**config.mk**
```make
export PLATFORM = sky130hd
export DESIGN_NAME = spi_mosi_word_decoder
export DESIGN_NICKNAME = d
export VERILOG_FILES = /design/src/rtl/smwd_pkg.sv /design/src/rtl/smwd_core.sv /design/src/rtl/spi_mosi_word_decoder.sv
export SDC_FILE = /design/constraint.sdc
export NUM_CORES = 1
export LEC_CHECK = 0
export ABC_CLOCK_PERIOD_IN_PS = 6100
export BUFFER_PORTS_ARGS = -buffer_cell sky130_fd_sc_hd__buf_2
export CAP_MARGIN = 10
export CORE_ASPECT_RATIO = 0.75
export CORE_UTILIZATION = 40
export DETAILED_ROUTE_END_ITERATION = 12
export GPL_ROUTABILITY_DRIVEN = 0
export PLACE_DENSITY_LB_ADDON = 0.1
export SLEW_MARGIN = 30
export SYNTH_ARGS = -nofsm -noshare
export SYNTH_HDL_FRONTEND = slang
export SYNTH_SLANG_ARGS = --single-unit
```
**constraint.sdc**
```tcl
create_clock -name clk -period 6.1 [get_ports clk]
set_input_delay 0 -clock clk [delete_from_list [all_inputs] [get_ports clk]]
set_output_delay 0 -clock clk [all_outputs]
set_load 0.005 [all_outputs]
```
**src/rtl/smwd_pkg.sv**
```systemverilog
// ----------------------------------------------------------------------------
// smwd_pkg
// Shared types and constants for the SPI master-out word decoder.
// ----------------------------------------------------------------------------
package smwd_pkg;

  localparam int LEVELS_W     = 8;
  localparam int TIME_W       = 48;
  localparam int VALUE_W      = 16;
  localparam int CFG_DATA_W   = 5;
  localparam int CFG_INDEX_W  = 3;

  localparam int CHANNELS_DEF      = 8;
  localparam int MAX_WORD_BITS_DEF = 16;

  localparam int MIN_WORD_BITS  = 4;
  localparam int FALLBACK_BITS  = 8;

  // register indexes of the configuration port
  typedef enum logic [CFG_INDEX_W-1:0] {
    CFG_CLOCK_CHANNEL  = 3'd0,
    CFG_DATA_CHANNEL   = 3'd1,
    CFG_SELECT_CHANNEL = 3'd2,
    CFG_BUS_MODE       = 3'd3,
    CFG_BIT_ORDER      = 3'd4,
    CFG_WORD_BITS      = 3'd5
  } cfg_index_t;

  typedef struct packed {
    logic [2:0] clock_channel;
    logic [2:0] data_channel;
    logic [3:0] select_channel;
    logic [1:0] bus_mode;
    logic       bit_order;    // 1: MSB shifted in first
    logic [4:0] word_bits;
  } cfg_t;

  localparam cfg_t CFG_RESET = '{
    clock_channel:  3'd0,
    data_channel:   3'd1,
    select_channel: 4'd2,
    bus_mode:       2'd0,
    bit_order:      1'b1,
    word_bits:      5'd8
  };

  typedef struct packed {
    logic              emit;
    logic [VALUE_W-1:0] value;
    logic [TIME_W-1:0]  start_time;
    logic [TIME_W-1:0]  end_time;
  } result_t;

endpackage

```
**src/rtl/smwd_core.sv**
```systemverilog
// ----------------------------------------------------------------------------
// smwd_core
// Decoder state and the per-sample edge detect, shift and count logic.
// ----------------------------------------------------------------------------
module smwd_core #(
  parameter int CHANNELS      = smwd_pkg::CHANNELS_DEF,
  parameter int MAX_WORD_BITS = smwd_pkg::MAX_WORD_BITS_DEF
) (
  input  logic                          clk,
  input  logic                          rst,
  input  logic                          fire,
  input  smwd_pkg::cfg_t                cfg,
  input  logic [smwd_pkg::LEVELS_W-1:0] levels,
  input  logic [smwd_pkg::TIME_W-1:0]   sample_time,
  input  logic                          window_start,
  output smwd_pkg::result_t             res
);
  import smwd_pkg::*;

  localparam int CW = $clog2(MAX_WORD_BITS + 1);

  logic [LEVELS_W-1:0]      prev_levels;
  logic                     selected;
  logic [CW-1:0]            bit_cnt;
  logic [MAX_WORD_BITS-1:0] shift_reg;
  logic [TIME_W-1:0]        first_time;

  logic                     selected_next;
  logic [CW-1:0]            bit_cnt_next;
  logic [MAX_WORD_BITS-1:0] shift_reg_next;
  logic [TIME_W-1:0]        first_time_next;

  logic                     cs_en;
  logic [2:0]               cs_idx;
  logic [LEVELS_W-1:0]      changed;
  logic                     sck_lvl;
  logic                     data_lvl;
  logic                     on_rise;
  logic                     wb_ok;
  logic [CW-1:0]            word_len;
  logic [CW-1:0]            count_inc;
  logic [MAX_WORD_BITS-1:0] base_shift;
  logic [MAX_WORD_BITS-1:0] shifted;
  logic [TIME_W-1:0]        start_time;
  logic [31:0]              shifted_wide;

  assign cs_en    = (cfg.select_channel < 4'(CHANNELS)) && !cfg.select_channel[3];
  assign cs_idx   = cfg.select_channel[2:0];
  assign changed  = prev_levels ^ levels;
  assign sck_lvl  = levels[cfg.clock_channel];
  assign data_lvl = levels[cfg.data_channel];
  // modes 0 and 3 take data on the rising clock edge
  assign on_rise  = (cfg.bus_mode[1] == cfg.bus_mode[0]);
  assign wb_ok    = (cfg.word_bits >= 5'(MIN_WORD_BITS)) &&
                    ({1'b0, cfg.word_bits} <= 6'(MAX_WORD_BITS));
  assign word_len = wb_ok ? CW'(cfg.word_bits) : CW'(FALLBACK_BITS);
  assign count_inc = bit_cnt + 1'b1;

  // first bit of a word restarts the shift value and the start time
  assign base_shift = (bit_cnt == '0) ? '0 : shift_reg;
  assign start_time = (bit_cnt == '0) ? sample_time : first_time;

  always_comb begin
    if (cfg.bit_order) begin
      shifted = {base_shift[MAX_WORD_BITS-2:0], data_lvl};
    end else begin
      for (int i = 0; i < MAX_WORD_BITS; i++) begin
        shifted[i] = base_shift[i] | (data_lvl && (bit_cnt == CW'(i)));
      end
    end
  end

  assign shifted_wide = 32'(shifted);

  always_comb begin
    selected_next   = selected;
    bit_cnt_next    = bit_cnt;
    shift_reg_next  = shift_reg;
    first_time_next = first_time;
    res.emit        = 1'b0;
    res.value       = shifted_wide[VALUE_W-1:0];
    res.start_time  = start_time;
    res.end_time    = sample_time;
    if (window_start) begin
      selected_next  = !cs_en || !levels[cs_idx];
      bit_cnt_next   = '0;
      shift_reg_next = '0;
    end else if (cfg.clock_channel != cfg.data_channel) begin
      if (cs_en && changed[cs_idx]) begin
        // select edge wins over a clock edge in the same sample
        selected_next  = !levels[cs_idx];
        bit_cnt_next   = '0;
        shift_reg_next = '0;
      end else if ((!cs_en || selected) && changed[cfg.clock_channel] &&
                   (sck_lvl == on_rise)) begin
        shift_reg_next  = shifted;
        first_time_next = start_time;
        if (count_inc >= word_len) begin
          res.emit     = 1'b1;
          bit_cnt_next = '0;
        end else begin
          bit_cnt_next = count_inc;
        end
      end
    end
  end

  always_ff @(posedge clk) begin
    if (rst) begin
      prev_levels <= '0;
      selected    <= 1'b0;
      bit_cnt     <= '0;
      shift_reg   <= '0;
      first_time  <= '0;
    end else if (fire) begin
      prev_levels <= levels;
      selected    <= selected_next;
      bit_cnt     <= bit_cnt_next;
      shift_reg   <= shift_reg_next;
      first_time  <= first_time_next;
    end
  end

endmodule

```
**src/rtl/spi_mosi_word_decoder.sv**
```systemverilog
// ----------------------------------------------------------------------------
// spi_mosi_word_decoder
// Decodes SPI master-out words from a stream of logic-capture samples.
// ----------------------------------------------------------------------------
// Usage:
//   Input channel (in_valid/in_ready) carries one capture sample per
//   transaction: levels of all channels, its timestamp and a window_start
//   flag. Output channel (out_valid/out_ready) carries one decoded word per
//   transaction with the times of its first and last sampled bit. Most
//   samples produce no word.
//   A sample accepted into the input register is decoded from there and
//   its word is registered in the result register before it can be taken.
//   Throughput: one sample per cycle while no word stalls; the input
//   register holds one sample and the result register one word, so a
//   new sample is taken while a word waits in the result register.
//   When out_ready is low with a word pending, the sample in the input
//   register waits and in_ready drops once that register is full.
//   Configuration writes (cfg_write/cfg_index/cfg_data) take effect at the
//   next edge and belong between samples with the block drained.
//   Synchronous reset restores the register defaults, clears the decoder
//   state and empties both pipeline registers.
// ----------------------------------------------------------------------------
module spi_mosi_word_decoder #(
  parameter int CHANNELS      = smwd_pkg::CHANNELS_DEF,
  parameter int MAX_WORD_BITS = smwd_pkg::MAX_WORD_BITS_DEF
) (
  input  logic                             clk,
  input  logic                             rst,
  input  logic                             cfg_write,
  input  logic [smwd_pkg::CFG_INDEX_W-1:0] cfg_index,
  input  logic [smwd_pkg::CFG_DATA_W-1:0]  cfg_data,
  input  logic                             in_valid,
  output logic                             in_ready,
  input  logic [smwd_pkg::LEVELS_W-1:0]    levels,
  input  logic [smwd_pkg::TIME_W-1:0]      sample_time,
  input  logic                             window_start,
  output logic                             out_valid,
  input  logic                             out_ready,
  output logic [smwd_pkg::VALUE_W-1:0]     word_value,
  output logic [smwd_pkg::TIME_W-1:0]      word_start_time,
  output logic [smwd_pkg::TIME_W-1:0]      word_end_time
);
  import smwd_pkg::*;

  cfg_t                cfg;
  logic                s1_valid;
  logic [LEVELS_W-1:0] s1_levels;
  logic [TIME_W-1:0]   s1_time;
  logic                s1_start;
  logic                advance;
  logic                fire;
  result_t             res;

  assign advance  = !out_valid || out_ready;
  assign fire     = s1_valid && advance;
  assign in_ready = !s1_valid || advance;

  always_ff @(posedge clk) begin
    if (rst) begin
      cfg <= CFG_RESET;
    end else if (cfg_write) begin
      unique case (cfg_index_t'(cfg_index))
        CFG_CLOCK_CHANNEL:  cfg.clock_channel  <= cfg_data[2:0];
        CFG_DATA_CHANNEL:   cfg.data_channel   <= cfg_data[2:0];
        CFG_SELECT_CHANNEL: cfg.select_channel <= cfg_data[3:0];
        CFG_BUS_MODE:       cfg.bus_mode       <= cfg_data[1:0];
        CFG_BIT_ORDER:      cfg.bit_order      <= cfg_data[0];
        CFG_WORD_BITS:      cfg.word_bits      <= cfg_data[4:0];
        default: ;
      endcase
    end
  end

  // input register
  always_ff @(posedge clk) begin
    if (rst) begin
      s1_valid <= 1'b0;
    end else if (in_ready) begin
      s1_valid <= in_valid;
    end
  end

  always_ff @(posedge clk) begin
    if (in_ready && in_valid) begin
      s1_levels <= levels;
      s1_time   <= sample_time;
      s1_start  <= window_start;
    end
  end

  smwd_core #(
    .CHANNELS      (CHANNELS),
    .MAX_WORD_BITS (MAX_WORD_BITS)
  ) u_core (
    .clk          (clk),
    .rst          (rst),
    .fire         (fire),
    .cfg          (cfg),
    .levels       (s1_levels),
    .sample_time  (s1_time),
    .window_start (s1_start),
    .res          (res)
  );

  // result register
  always_ff @(posedge clk) begin
    if (rst) begin
      out_valid <= 1'b0;
    end else if (advance) begin
      out_valid <= fire && res.emit;
    end
  end

  always_ff @(posedge clk) begin
    if (fire && res.emit) begin
      word_value      <= res.value;
      word_start_time <= res.start_time;
      word_end_time   <= res.end_time;
    end
  end

endmodule

```
# [Word-level counts from Yosys, hierarchy flattened]
# Cells that the tools add are included.
[totals] output_inout_bits=114 regBits=267 memories=0 ramBits=0 wordCells=147 romBits=0 in_bits=70 latch_bits=0
[op_classes] order_cmp=7 multipliers=0 n_eq_ne=23 muxes=31 n_div=0 n_addsub=1 n_reduce_logical=47 shift=0 bitwise_logic=19
[ops] operator="$mux W16" n=6
[ops] operator="$mux W48" n=1
[ops] operator="$eq A5 B4 Y1 const B" n=8
[ops] operator="$mux W5" n=6
[ops] operator="$logic_and A1 B1 Y1" n=24
[ops] operator="$eq A5 B3 Y1 const B" n=4
[ops] operator="$or A1 B1 Y1" n=16
[ops] operator="$bmux W1 S3" n=5
[ops] operator="$mux W1" n=13
[ops] operator="$lt A3 B4 Y1 const B" n=3
[ops] operator="$reduce_and A2 Y1" n=6
[ops] operator="$eq A5 B2 Y1 const B" n=2
[ops] operator="$xor A8 B8 Y8" n=1
[ops] operator="$eq A3 B2 Y1 const B" n=2
[ops] operator="$eq A3 B3 Y1 const B" n=2
[ops] operator="$reduce_and A3 Y1" n=2
[ops] operator="$add A5 B1 Y5 const B" n=1
[ops] operator="$eq A5 B1 Y1 const B" n=1
[ops] operator="$ge A5 B3 Y1 const B" n=1
[ops] operator="$ge A5 B5 Y1" n=1
[ops] operator="$le A5 B5 Y1 const B" n=1
[ops] operator="$logic_not A1 Y1" n=5
[ops] operator="$logic_not A5 Y1" n=1
[ops] operator="$reduce_and A5 Y1" n=1
[ops] operator="9 further kinds" n=15

# [Logic depth before layout (Yosys ltp)]
# Gate-level depths: netlist of the first run.
[logic_depth] depth_word=11 depth_mapped=10 ltp_nobuf=10

# [Cells and area by module]
# Synthesis of the first run repeated with hierarchy kept, for this count alone.
[hier_totals] hier_cells=805 hier_area_um2=11000.6
[by_module_without_submodules] module="spi_mosi_word_decoder" instances=1 area_each_um2=5962.0 cells_each=253 seq_area_each_um2=5475.3
[by_module_without_submodules] module="smwd_core" instances=1 area_each_um2=5038.6 cells_each=552 seq_area_each_um2=1561.5

# [Worst setup path before layout of the first run]
# No wires, ideal clock.
[synth_timing] path_kind="reg-to-reg" startpoint="register cfg[16] (netlist name)" endpoint="register word_end_time[0] (netlist bit), enable pin" path_stages_with_launch=9 period_less_slack_ns=4.516 setup_ns=0.465 n_path_buf=2 required_ns=5.635 setup_slack_ns=1.584 arrival_time_ns=4.050 cell_sequence="dfxtp_1 > buf_4 > mux2i_1 > mux4_2 > xnor2_1 > a21o_1 > buf_2 > or3_1 > inv_1"
[synth_between] elab_chain_len=9 word_cells_on_any_way=13 classes_between="eq/ne: 2; mux: 8; reduce/logical: 3"
[synth_lines] item="$bmux W1 S3 (on tied branches)" line="smwd_core.sv:50, smwd_core.sv:94"
[synth_lines] item="$mux W1 (on tied branches)" line="smwd_core.sv:50, smwd_core.sv:94"
[synth_lines] item="$eq A1 B1 Y1 or $logic_and A1 B1 Y1 (tied branches)" line="smwd_core.sv:95, smwd_core.sv:94"
[synth_lines] item="$logic_and A1 B1 Y1" line="smwd_core.sv:94" rtl="end else if ((!cs_en || selected) && changed[cfg.clock_channel] &&"
[synth_lines] item="$mux W1" line="smwd_core.sv:94"
[synth_lines] item="$mux W1" line="smwd_core.sv:89" rtl="if (cs_en && changed[cs_idx]) begin"
[synth_lines] item="$mux W1 (*)" line="smwd_core.sv:88" rtl="end else if (cfg.clock_channel != cfg.data_channel) begin"
[synth_lines] item="$mux W1 (*)" line="smwd_core.sv:84" rtl="if (window_start) begin"
[synth_lines] item="$logic_and A1 B1 Y1 (*)" line="spi_mosi_word_decoder.sv:115" rtl="if (fire && res.emit) begin"
[synth_lines] item="end signal: assignment" line="spi_mosi_word_decoder.sv:118" rtl="word_end_time <= res.end_time;"
[synth_lines] item="end: declaration" line="spi_mosi_word_decoder.sv:41" rtl="output logic [smwd_pkg::TIME_W-1:0] word_end_time"
# Every way passes the cells marked *; elsewhere a longest branch is shown, timed or not. The select of a mux whose other input is x is not followed.
# A chain may end at the register's enable or synchronous reset.

# [Worst setup path in the final report of the first run]
[layout_timing] startpoint="register out_valid" endpoint="register word_end_time[19] (netlist bit), enable pin"
[layout_between] elab_chain_len=4
[layout_lines] item="start: declaration" line="spi_mosi_word_decoder.sv:37" rtl="output logic out_valid,"
[layout_lines] item="start signal: assignment" line="spi_mosi_word_decoder.sv:110" rtl="out_valid <= fire && res.emit;"
[layout_lines] item="$logic_not A1 Y1" line="spi_mosi_word_decoder.sv:54" rtl="assign advance = !out_valid || out_ready;"
[layout_lines] item="$logic_or A1 B1 Y1" line="spi_mosi_word_decoder.sv:54"
[layout_lines] item="$logic_and A1 B1 Y1" line="spi_mosi_word_decoder.sv:55" rtl="assign fire = s1_valid && advance;"
[layout_lines] item="$logic_and A1 B1 Y1" line="spi_mosi_word_decoder.sv:115"
# No other way between the ends.

==> flow_metrics.py, run 1 <==
metrics = {
    "clocking": {
        "cts_root_buf": "clkbuf_16",
        "cts_tree": "built",
        "cts.sinks": 267,
        "cts_max_level": 1,
        "post-cts-setup-buffers": 0,
        "clock_path_buffers": 3,
        "cts_made_buffers": 27,
        "clk_pin_slew_ns": 0.06,
        "clock_latency_ns": 0.53,
    },
    "route": {
        "first_pass_iters": 7,
        "drtIter0Drc": 496,
        "wl_um": 24840,
        "avgRoutedWirePerCell_um": 17.94,
        "vias_per_cell": 5.087,
        "postRouteAntennaNets": 0,
        "drc": 0,
        "vias": 7045,
    },
    "timing": {
        "hold_viol": 0,
        "rsz0062_at_grt": "false",
        "clock_skew_ns": 0.01641,
        "drv_slew": 0,
        "fmax_mhz": 275.1,
        "worst_slew_pin_slew_ns": 0.9279,
        "fin_tns_setup_ns": 0,
        "setup_slack_ns": 2.465,
        "period_share": 0.5959,
        "period_needed_ns": 3.635,
        "setup_viol": 0,
        "max_slew_margin": 0.3814,
        "hold_ws_ns": 0.09218,
    },
    "synthesis": {
        "seq_area_frac_synth": 0.6694,
        "syn_avg_cell_area_um2": 13.32,
        "synth_top_area_frac": 0.4827,
        "yosysMostFrequentCell": "edfxtp_1",
        "synth.cell_area_um2": 10510,
        "synth_edf_count": 169,
        "syn-num-nets": 869,
        "synth_seq_cells": 267,
        "synthArstFlopShare": 0,
        "ys.flop_type": "edfxtp_1",
        "ys_top_cells_by_count": "edfxtp_1 (169), nor3_1 (102), dfxtp_1 (98)",
        "yosysTopAreaCell": "edfxtp_1",
        "yosysWarnings": 0,
        "synth_area_leaders": "edfxtp_1 (48%), dfxtp_1 (19%), mux2_2 (5.5%), nor3_1 (4.9%), mux2i_1 (3.9%)",
        "synthCells": 789,
        "yosysUniqueCellTypes": 50,
    },
    "placed_design": {
        "dp_slack_ns": 2.423,
        "dp_hpwl_um": 14570,
        "portBuffers": 183,
        "place_inst": 1263,
    },
    "die": {
        "die_area_um2": 26940,
        "die_width_um": 189.2,
        "floorplan.initialDensity": 0.4139,
        "io-pin-count": 184,
        "core_um2": 25400,
        "num_rows": 50,
        "fp.dieH_um": 142.4,
    },
    "final_layout": {
        "area_delta_synth_final_pct": 26.97,
        "final_layout_size_suffix_gt1_frac": 0.2875,
        "fill_cells": 2229,
        "final_cell_count_no_fill": 1385,
        "fin_util": 0.5255,
        "fin_nets": 1107,
        "n_antenna_cell": 0,
    },
    "hold_path": {
        "worstHoldPathType": "input port to register",
    },
    "worst_setup_path": {
        "critPathLaunchType": "register",
        "required_ns": 6.28,
        "arrival_ns": 3.82,
        "path_class": "register to register",
        "crit_fanout": 65,
        "end_kind": "register",
    },
    "pwr": {
        "p_leak_nw": 4.914,
        "pwr-share-clk": 0.437,
        "swShare": 0.2111,
        "seqPwrFrac": 0.512,
        "powerDensity_nw_per_um2": 292.6,
        "p_sw_w": 0.0008243,
        "pwr-share-comb": 0.051,
        "ir_drop_mv": 0.2308,
        "p_int_w": 0.003081,
    },
    "run_status": {
        "status": "completed",
    },
    "global_route": {
        "grt_max_degree": 79,
        "antenna_found_initial": 0,
        "grt_pass1_wl_um": 38610,
        "grt.overflow.total": 0,
        "grt_pass1_vias": 6749,
        "grt_use_total": 0.1824,
    },
    "job": {
        "drv_cap": 0,
    },
}
-- per-stage QoR --
stage                     power [W]  cell area, µm²
after global placement     0.002200           11690
after global routing       0.004052           13350
after floorplan            0.002132           10510
after detailed placement   0.002201           11710
final                      0.003905           13350
after CTS                  0.003949           13350
-- critical path, cell delays in order, from the launching register on --
cell and delay, ns:
dfxtp_1 0.33, nand2b_1 0.30, nand2_1 0.31, nor3_1 0.35
nand3_2 0.10, buf_4 0.32, or3_1 0.46, inv_4 0.61
buf_4 0.47
-- final timing paths --
kind         slack, ns                 to   startpoint  depth (start not counted)
max               2.46  word_end_time[19]    out_valid                          8
min               0.09          out_valid    out_ready                          3
max reg2reg       2.46  word_end_time[19]    out_valid                          8
min reg2reg       0.45  word_end_time[18]  s1_time[18]                          0
-- cells in the final DEF, fill, tap and decap left out, types with 10 or more instances in the layout --
cell type        n
a21oi_1         66
and2_1          13
a32o_1          14
clkbuf_16       27
dlygate4sd3_1   73
nand2_1         31
edfxtp_1       169
dfxtp_1         97
nor2_1          21
ha_1            10
mux2_2          51
buf_2          183
mux2i_1         41
nor3_1         102
nand3_1         20
o22ai_1         13
-- repair_timing --
item / 4_1_cts / 5_1_grt
hold buffers: 73 / 0
resized for setup: 0 / 0
hold endpoints to repair: 80 / 0
-- logic make-up after synthesis --
family | synth area share
adders and majority gates | 0.01190
DFF | 0.6694
buffers and inverters | 0.02809
and+or+nand+nor | 0.1043
AOI/OAI and AO/OA | 0.06879
muxes | 0.1051
xor gates and xnor gates | 0.01250
-- cell type report --
type | count | area, µm² | share of cell area
flip-flops and latches | 267 | 7038 | 0.5273
clock inverters | 20 | 227.7 | 0.01706
multi-input cells | 455 | 3218 | 0.2411
inverters | 11 | 43.79 | 0.003281
well taps | 338 | 422.9 | 0.03168
repair buffers | 265 | 1714 | 0.1284
clock buffers | 29 | 683.2 | 0.05118
-- routing by layer --
| layer | part of all wire | vias up | wire, µm | global-route usage |
|---|---|---|---|---|
| met2 | 0.43 | 195 | 10570 | 0.2664 |
| met3 | 0.053 | 30 | 1328 | 0.03501 |
| li1 | - | 3434 | - | - |
| met5 | 0 | - | 0 | 0 |
| met4 | 0.017 | 0 | 414 | 0.03523 |
| met1 | 0.50 | 3386 | 12520 | 0.2799 |
-- power by group through the flow --
| stage | sequential [W] | combinational [W] | clock [W] |
|---|---|---|---|
| after floorplan | 0.00202 | 0.000113 | 0 |
| after global placement | 0.00204 | 0.000163 | 0 |
| after detailed placement | 0.00204 | 0.000163 | 0 |
| after CTS | 0.00200 | 0.000199 | 0.00175 |
| after global routing | 0.00200 | 0.000217 | 0.00183 |
| final | 0.00200 | 0.000199 | 0.00171 |
No activity file was read; power rests on OpenSTA's default activity.
==> inputs of run 2 (changes only) <==
Settings changed: ABC_CLOCK_PERIOD_IN_PS 6100 to 3200.
Clock period 6.1 ns to 3.2 ns, I/O delays scaled along.
==> flow_metrics.py, run 2 (synthesis gave the netlist of run 1 again) <==
metrics = {
    "hold_path": {
        "worstHoldPathType": "input port to register",
    },
    "timing": {
        "period_needed_ns": 2.901,
        "period_share": 0.9065,
        "fmax_mhz": 344.7,
        "rsz0062_at_grt": "false",
        "hold_viol": 0,
        "clock_skew_ns": 0.007872,
        "fin_tns_setup_ns": 0,
        "max_slew_margin": 0.3585,
        "hold_ws_ns": 0.1837,
        "drv_slew": 0,
        "setup_viol": 0,
        "worst_slew_pin_slew_ns": 0.9623,
    },
    "worst_setup_path": {
        "cpPeakStageDelay_ns": 0.50,
        "path_cells": "mux2i_1, mux4_2, xnor2_2, a21o_2, or3_4, clkinvlp_4, buf_12",
        "required_ns": 3.42,
        "worst-path-buf-inv": 2,
        "r2r_setup_slack_ns": 0.30,
        "crit_fanout": 33,
        "crit_slowest_cell": "mux4_2",
        "path_class": "register to register",
        "end_kind": "register",
        "crit_family": "multiplexers",
        "critPathLaunchType": "register",
        "arrival_ns": 3.12,
    },
    "global_route": {
        "grt_pass1_wl_um": 38550,
        "grt_use_total": 0.1837,
        "antenna_found_initial": 0,
        "grt.overflow.total": 0,
        "grt_max_degree": 79,
        "grt_pass1_vias": 6800,
    },
    "final_layout": {
        "final_cell_count_no_fill": 1397,
        "fin_nets": 1119,
        "final_layout_size_suffix_gt1_frac": 0.3088,
        "fill_cells": 2192,
        "n_antenna_cell": 0,
        "final_cell_mix": "buf_2 (183), edfxtp_1 (169), nor3_1 (102)",
        "area_delta_synth_final_pct": 29.33,
        "layout_commonest_cell": "buf_2",
        "fin_util": 0.5353,
    },
    "die": {
        "num_rows": 50,
        "fp.dieH_um": 142.4,
        "floorplan.initialDensity": 0.4139,
        "die_width_um": 189.2,
        "io-pin-count": 184,
        "core_um2": 25400,
        "die_area_um2": 26940,
    },
    "pwr": {
        "seqPwrFrac": 0.506,
        "powerDensity_nw_per_um2": 552.9,
        "p_sw_w": 0.001565,
        "pwr-share-comb": 0.053,
        "p_int_w": 0.005953,
        "ir_drop_mv": 0.3707,
        "finalPower_w": 0.007517,
        "pwr-share-clk": 0.441,
        "p_leak_nw": 4.987,
        "swShare": 0.2081,
    },
    "route": {
        "postRouteAntennaNets": 0,
        "avgRoutedWirePerCell_um": 18.29,
        "first_pass_iters": 4,
        "drc": 0,
        "vias_per_cell": 5.154,
        "vias": 7200,
        "wl_um": 25550,
        "drtIter0Drc": 475,
    },
    "clocking": {
        "cts_max_level": 1,
        "cts.sinks": 267,
        "clock_path_buffers": 3,
        "cts_tree": "built",
        "clock_latency_ns": 0.52,
        "clk_pin_slew_ns": 0.07,
        "cts_made_buffers": 27,
        "post-cts-setup-buffers": 0,
        "cts_root_buf": "clkbuf_16",
    },
    "job": {
        "drv_cap": 0,
    },
    "run_status": {
        "status": "completed",
    },
    "placed_design": {
        "portBuffers": 183,
        "dp_hpwl_um": 15780,
        "place_inst": 1275,
    },
}
==> run 2: final cells by class <==
type | instances | area (µm²) | area share
timing repair buffer | 277 | 1867 | 0.1373
clock inverter | 17 | 217.7 | 0.01601
tap | 338 | 422.9 | 0.03111
inverter | 11 | 45.04 | 0.003313
multi-input combinational | 455 | 3277 | 0.2410
clock buffer | 32 | 724.4 | 0.05329
sequential | 267 | 7042 | 0.5179
==> run 2: worst paths after layout <==
| check | startpoint | cells after the start | to |
|---|---|---|---|
| setup / recovery | cfg[16] | 7 | word_value[6] |
| hold / removal | sample_time[37] | 2 | s1_time[37] |
| setup reg to reg | cfg[16] | 7 | word_value[6] |
| hold reg to reg | s1_time[19] | 0 | word_end_time[19] |
==> run 2: repair_timing <==
item / CTS / global route
hold endpoints to repair: 81 / 0
hold buffers: 73 / 0
resized for setup: 0 / 0
==> run 2: power groups by stage <==
stage / clock network [W] / registers, W / logic (W)
5_1_grt: 0.00352 / 0.00381 / 0.000431
6_report: 0.00332 / 0.00380 / 0.000397
4_1_cts: 0.00338 / 0.00380 / 0.000397
3_3_place_gp: 0 / 0.00388 / 0.000329
2_1_floorplan: 0 / 0.00385 / 0.000219
3_5_place_dp: 0 / 0.00388 / 0.000327
==> run 2: worst reg2reg max path: cells and delay by family (launching register included) <==
kind                   cells  cell delay (ns)
XOR/XNOR                   1             0.18
AND/OR/NAND/NOR            1             0.42
flip-flops                 1             0.48
AO/OA/AOI/OAI              1             0.28
multiplexers               2             0.61
buffers and inverters      2             0.62
==> run 2: metal layers <==
| layer | routed length [µm] | share of wire | global-route usage | vias to the layer above |
|---|---|---|---|---|
| met3 | 1500 | 0.059 | 0.03674 | 31 |
| met1 | 12720 | 0.50 | 0.2808 | 3500 |
| met4 | 458 | 0.018 | 0.03947 | 0 |
| met2 | 10870 | 0.43 | 0.2668 | 208 |
| met5 | 0 | 0 | 0 | - |
| li1 | - | - | - | 3461 |
==> run 2: stage by stage <==
| stage | setup slack (ns) | cell area, µm² |
|---|---|---|
| CTS | 0.2882 | 13600 |
| global route | 0.1456 | 13600 |
| detailed placement | 0.3051 | 11920 |
| global placement | 0.3271 | 11920 |
| finish | 0.2993 | 13600 |
| floorplan | -0.3713 | 10600 |
==> inputs of run 3 (changes only) <==
Settings changed: PLACE_DENSITY from default to 0.65, PLACE_DENSITY_LB_ADDON 0.1 to default.
==> flow_metrics.py, run 3 (synthesis gave the netlist of run 1 again) <==
metrics = {
    "run_status": {
        "status": "completed",
    },
    "timing": {
        "setup_viol": 0,
        "period_share": 0.8854,
        "rsz0062_at_grt": "false",
        "max_slew_margin": 0.3612,
        "drv_slew": 0,
        "period_needed_ns": 2.833,
        "fin_tns_setup_ns": 0,
        "clock_skew_ns": 0.02493,
        "hold_viol": 0,
        "worst_slew_pin_slew_ns": 0.9449,
        "fmax_mhz": 352.9,
        "hold_ws_ns": 0.1268,
    },
    "worst_setup_path": {
        "crit_fanout": 69,
        "crit_family": "flip-flops",
        "r2r_setup_slack_ns": 0.37,
        "arrival_ns": 3.00,
        "path_class": "register to register",
        "critPathLaunchType": "register",
        "path_cells": "nand3_1, xnor2_1, ha_1, o21ai_0, o21bai_1, a21oi_2, or3_4, clkinvlp_4, buf_12",
        "end_kind": "register",
        "worst-path-buf-inv": 2,
        "crit_slowest_cell": "dfxtp_1",
        "cpPeakStageDelay_ns": 0.54,
        "required_ns": 3.37,
    },
    "clocking": {
        "cts_made_buffers": 27,
        "cts_max_level": 1,
        "holdBufCountCts": 71,
        "cts.sinks": 267,
        "clock_path_buffers": 3,
        "post-cts-setup-buffers": 0,
        "cts_tree": "built",
        "clock_latency_ns": 0.53,
        "clk_pin_slew_ns": 0.06,
        "cts_resized": 0,
        "cts_root_buf": "clkbuf_16",
    },
    "global_route": {
        "grt_use_total": 0.1815,
        "grt_pass1_vias": 6814,
        "grt_max_degree": 70,
        "antenna_found_initial": 0,
        "grt_pass1_wl_um": 38410,
        "grt.overflow.total": 0,
    },
    "route": {
        "avgRoutedWirePerCell_um": 18.06,
        "vias_per_cell": 5.144,
        "drtIter0Drc": 596,
        "postRouteAntennaNets": 0,
        "first_pass_iters": 5,
        "wl_um": 25090,
        "vias": 7145,
        "drc": 0,
    },
    "placed_design": {
        "portBuffers": 183,
        "dpl_cell_area_um2": 11880,
        "dp_hpwl_um": 15300,
    },
    "die": {
        "io-pin-count": 184,
        "die_width_um": 189.2,
        "fp.dieH_um": 142.4,
        "core_um2": 25400,
        "num_rows": 50,
        "die_area_um2": 26940,
        "floorplan.initialDensity": 0.4139,
    },
    "job": {
        "drv_cap": 0,
    },
    "final_layout": {
        "area_delta_synth_final_pct": 27.46,
        "final_cell_mix": "buf_2 (183), edfxtp_1 (169), nor3_1 (102)",
        "n_antenna_cell": 0,
        "final_layout_size_suffix_gt1_frac": 0.2997,
        "fin_nets": 1110,
        "finalInstanceArea_um2": 13400,
        "fin_util": 0.5275,
        "layout_commonest_cell": "buf_2",
    },
    "hold_path": {
        "worstHoldPathType": "input port to register",
    },
    "pwr": {
        "powerDensity_nw_per_um2": 529.3,
        "ir_drop_mv": 0.3767,
        "finalPower_w": 0.007093,
        "p_leak_nw": 4.894,
    },
}
-- run 3: cell types whose count changed in the layout (fill, tap and decap cells not counted) --
cell,change
clkinv_1,-4
and2_2,-1
bufinv_16,-5
dlygate4sd3_1,-2
clkinv_2,+2
and2_4,+1
inv_6,+1
nor4bb_1,-1
nor4bb_2,+1
clkbuf_1,+11
inv_2,-1
clkinvlp_4,-3
buf_4,-7
-- run 3: layer usage --
layer	vias to the layer above	wire, µm	track usage
met2	217	10800	0.2641
met5	-	0	0
met4	0	417	0.03311
met1	3455	12480	0.2824
met3	25	1389	0.03205
li1	3448	-	-
-- run 3: path summary, 6_finish.rpt --
path / cells past startpoint / from / end
setup / recovery: 9 / u_core.bit_cnt[2] / word_end_time[14]
hold / removal: 2 / rst / cfg[2]
setup reg to reg: 9 / u_core.bit_cnt[2] / word_end_time[14]
hold reg to reg: 0 / s1_time[14] / word_end_time[14]
-- run 3: final cells by class --
type / instances / area, µm²
inverters: 11 / 45.04
well taps: 338 / 422.9
flip-flops and latches: 267 / 7042
clock buffers: 43 / 765.7
repair buffers: 268 / 1794
clock inverters: 7 / 45.04
multi-input cells: 455 / 3284
fillers: 2188 / 12000
-- run 3: stage by stage --
stage | instances | worst slack (ns)
2_1_floorplan | 789 | -0.3713
3_3_place_gp | 1268 | 0.3929
3_5_place_dp | 1268 | 0.3513
4_1_cts | 1389 | 0.3131
5_1_grt | 1389 | 0.1877
6_report | 1389 | 0.3667
-- run 3: report_power, final --
group	internal [W]	switching, W	leakage [nW]
Combinational	0.000193	0.000204	2.15
Clock	0.00164	0.00125	0.394
Sequential	0.00375	0.0000571	2.35
